--- config.mk ---
export PLATFORM = sky130hd
export DESIGN_NAME = crc_ram
export DESIGN_NICKNAME = d
export VERILOG_FILES = /design/src/sv/crc_ram.sv
export SDC_FILE = /design/constraint.sdc
export NUM_CORES = 1
export LEC_CHECK = 0
export ABC_AREA = 1
export BUFFER_PORTS_ARGS = -buffer_cell sky130_fd_sc_hd__buf_2
export CORE_ASPECT_RATIO = 1.2
export CORE_MARGIN = 3
export CORE_UTILIZATION = 50
export DETAILED_ROUTE_END_ITERATION = 10
export PLACE_DENSITY_LB_ADDON = 0.25
export SLEW_MARGIN = 20
export SYNTH_ARGS = -nofsm -noshare
export SYNTH_HDL_FRONTEND = slang
export SYNTH_SLANG_ARGS = --single-unit
--- constraint.sdc ---
create_clock -name clk -period 1.6 [get_ports clk]
set_input_delay 0 -clock clk [delete_from_list [all_inputs] [get_ports clk]]
set_output_delay 0 -clock clk [all_outputs]
set_load 0.1 [all_outputs]
--- src/sv/crc_ram.sv ---
// Generic single-write, single-read RAM with registered read data.
// Depends on nothing.
`timescale 1ns / 1ps
module crc_ram #(
    parameter int WIDTH = 8,
    parameter int DEPTH = 64
) (
    input  logic                     clk,
    input  logic                     we,
    input  logic [$clog2(DEPTH)-1:0] waddr,
    input  logic [WIDTH-1:0]         wdata,
    input  logic [$clog2(DEPTH)-1:0] raddr,
    output logic [WIDTH-1:0]         rdata
);

    logic [WIDTH-1:0] mem_reg [DEPTH];
    logic [WIDTH-1:0] rdata_reg;

    // Write one entry, register the read
    always_ff @(posedge clk)
    begin
        if (we)
        begin
            mem_reg[waddr] <= wdata;
        end
        rdata_reg <= mem_reg[raddr];
    end

    assign rdata = rdata_reg;

endmodule

==> results.txt <==
Outcome: completed
Yosys warnings: 0
Gate Count Post-Synth: 1805
WL final: 52900 µm
Placed inst area: 22700 µm²
Post-CTS Setup Repair Bufs: 0
Peak supply drop: 0.000741 V
Initial DRT Pass Iterations: 5
Starting DRT DRC Count: 1477
Cells along the critical path: dlygate4sd3_1 > clkbuf_4 > nand4_1 > buf_4 > nor2_1 > dlygate4sd3_1
Hpwl dp: 32000 µm
Placer's final routability congestion estimate: 0.834
Most used routing layer: met2
Net switching power: 6.45 mW
Total Nets Final: 1934
Unrepaired setup endpoints after global routing: no
I/O Pins: 30
Global-route wire length before repair: 81000 µm
Setup violators final: 0
Final Max Slew Viols: 0
GRT Overall Usage: 23.3%
Clock Latency Late Sink: 0.57 ns
Maxcap violations: 0
Overall die width: 195 µm
P_int: 22.3 mW
M3 GR Usage: 3.12%
Initial Util: 50.9%
Power per cell area: 1180 nW/µm²
Vias/cell: 5.61
Fillcell total: 3334
Reg2Reg Depth: 8
Vias in the first global route: 13900
Clock Tree Root: clkbuf_16
Worst Hold Launch: waddr[2]
Final WS setup: 0.0163 ns
Syn avg cell area: 11.8 µm²
Routed Antenna Nets: 0
Leakage power: 8.99 nW
Design Area, Final: 24400 µm²
Worst reg2reg path endpoint: rdata[1]$_DFF_P_
Rel. slew slack: 43.6%
DR WL/cell: 21.2 µm
DRC Markers: 0
Critical Path Most Common Cell: dlygate4sd3_1
WHS Endpoint: mem_reg[48][7]$_DFFE_PP_
Final Skew: 0.00966 ns
CP Class: input pin to flop
Final Hold Viols: 0
Crit path DAT: 1.86 ns
Met1 Use GR: 31.5%
Die height: 232 µm
Clk buf depth: 3
Area growth, synth to finish: 14.4%
CTS Sinks: 520
GR Layer Usage met2: 38.6%
Hold Path Class: input pin to flop
Critical path fanouts, max: 9
Sw Ratio: 22.4%
Flop2flop setup slack: 0.17 ns
Vias post-DR: 14000
Max Clk Rate: 631 MHz
Die area: 45200 µm²
Synthesized area: 21300 µm²
Worst path max stage delay: 0.62 ns
H-tree Lvls: 2
Core outline area: 42000 µm²
Slew of the pin with the lowest slew margin: 0.846 ns
I/O Buffers: 29
Row count: 82
Cells on Worst Hold Path: 3
Clock transition at path regs: 0.06 ns
Crit start category: input pin
Final period utilization: 99.0%
Pre-CTS setup slack: -0.0208 ns
Clock share of power: 40.1%
Initial antenna violation count: 1
Min Tclk post-route: 1.58 ns
Share of layout cells above drive strength 1: 11.6%
Reg power frac: 52.6%
Slowest CP cell: dlygate4sd3_1
Max reg flops: 512
Total CTS buffers: 50
Critical R2R Launch: mem_reg[43][1]$_DFFE_PP_
Crit end category: flop
GRT Residual Overflow: 0
Post-synthesis sequential area ratio: 72.8%
Flops & latches, synth: 520
Comb pwr share: 7.3%
Req. time, crit path: 1.88 ns
Largest net degree at the start of global routing: 65
CTS tree: yes
Syn_nets: 1827
Netlist cell types: 16
==> worst max-delay path: cells and delay by family <==
kind | cells | cell delay, ns
buffers and inverters | 4 | 1.60
AND/OR/NAND/NOR | 2 | 0.25
==> per-stage QoR <==
stage          TNS (ns)  power (mW)  hold slack, ns  instances  util, %
3_5_place_dp    -0.0393        17.5           0.392       2395     54.1
3_3_place_gp          0        17.4           0.394       2395     54.1
4_1_cts               0        28.9         0.00194       2499     58.1
5_1_grt               0        29.6          0.0336       2499     58.1
2_1_floorplan    -10.63        16.6          0.0989       1805        -
6_report              0        28.7          0.0407       2501     58.2
==> synthesized netlist by cell type <==
library cell,n,area share (%)
inv_2,1,0.018
buf_4,14,0.49
buf_2,37,0.87
clkbuf_1,15,0.26
nand2_1,648,11
edfxtp_1,512,72
buf_1,10,0.18
inv_1,10,0.18
dfxtp_1,8,0.75
nor2_1,56,0.99
inv_6,1,0.041
buf_8,2,0.14
buf_6,35,1.8
nand4_1,9,0.26
nor4_1,8,0.23
nand3_1,439,10
==> power groups by stage <==
| stage | clock network [mW] | logic (mW) | registers, mW |
|---|---|---|---|
| final | 11.5 | 2.10 | 15.1 |
| after global routing | 12.2 | 2.27 | 15.1 |
| after CTS | 11.7 | 2.10 | 15.1 |
| after detailed placement | 0 | 2.06 | 15.4 |
| after global placement | 0 | 2.04 | 15.4 |
| after floorplan | 0 | 1.06 | 15.6 |
==> area by class of cell <==
type	count	area [µm²]	share of cell area (%)
Clock inverter	33	248	1.02
Antenna cell	2	5.00	0.0205
Multi-Input combinational cell	1160	4950	20.3
Inverter	12	52.6	0.215
Timing Repair Buffer	168	1580	6.48
Clock buffer	60	1350	5.54
Tap cell	546	683	2.80
Sequential cell	520	15500	63.7
==> worst max path at each step <==
stage,to,cells after the start,startpoint
CTS,mem_reg[6][7]$_DFFE_PP_,6,waddr[1]
global route,mem_reg[6][7]$_DFFE_PP_,6,waddr[1]
floorplan,mem_reg[48][0]$_DFFE_PP_,3,we
global placement,rdata[3]$_DFF_P_,11,raddr[0]
finish,mem_reg[6][7]$_DFFE_PP_,6,waddr[1]
detailed placement,rdata[3]$_DFF_P_,11,raddr[0]
==> layer usage <==
metal | wire length (µm) | vias up
met2 | 25600 | 535
met1 | 22000 | 6839
met5 | 7 | -
li1 | - | 6560
met3 | 3450 | 106
met4 | 1950 | 2
==> cell families after synthesis <==
family                 count (synthesis)  share of synthesized area, %
DFF                                  520                          72.8
buffers and inverters                125                          4.02
and+or+nand+nor                     1160                          23.2
==> what timing repair did <==
| action | in CTS | in global routing |
|---|---|---|
| gates resized for setup | 0 | 1 |
| endpoints found under the setup margin | 0 | 2 |
| hold buffers | 11 | 0 |
| hold endpoints to repair | 314 | 0 |
==> layout by cell type (no fill, tap or decap) <==
cell             n
nor2_1          56
buf_4          101
inv_6            1
clkbuf_4         1
buf_12          28
inv_2            1
dfxtp_1          8
clkbuf_8         1
nor4_1           8
inv_1            9
edfxtp_1       512
buf_2           26
clkbuf_16       53
clkinv_1        19
inv_8            1
clkinv_2         9
diode_2          2
bufinv_16        4
nand2_1        648
inv_4            1
nand3_1        439
dlygate4sd3_1   11
clkbuf_1         7
nand4_1          9
Note: power is estimated with default switching activity, not from simulation.
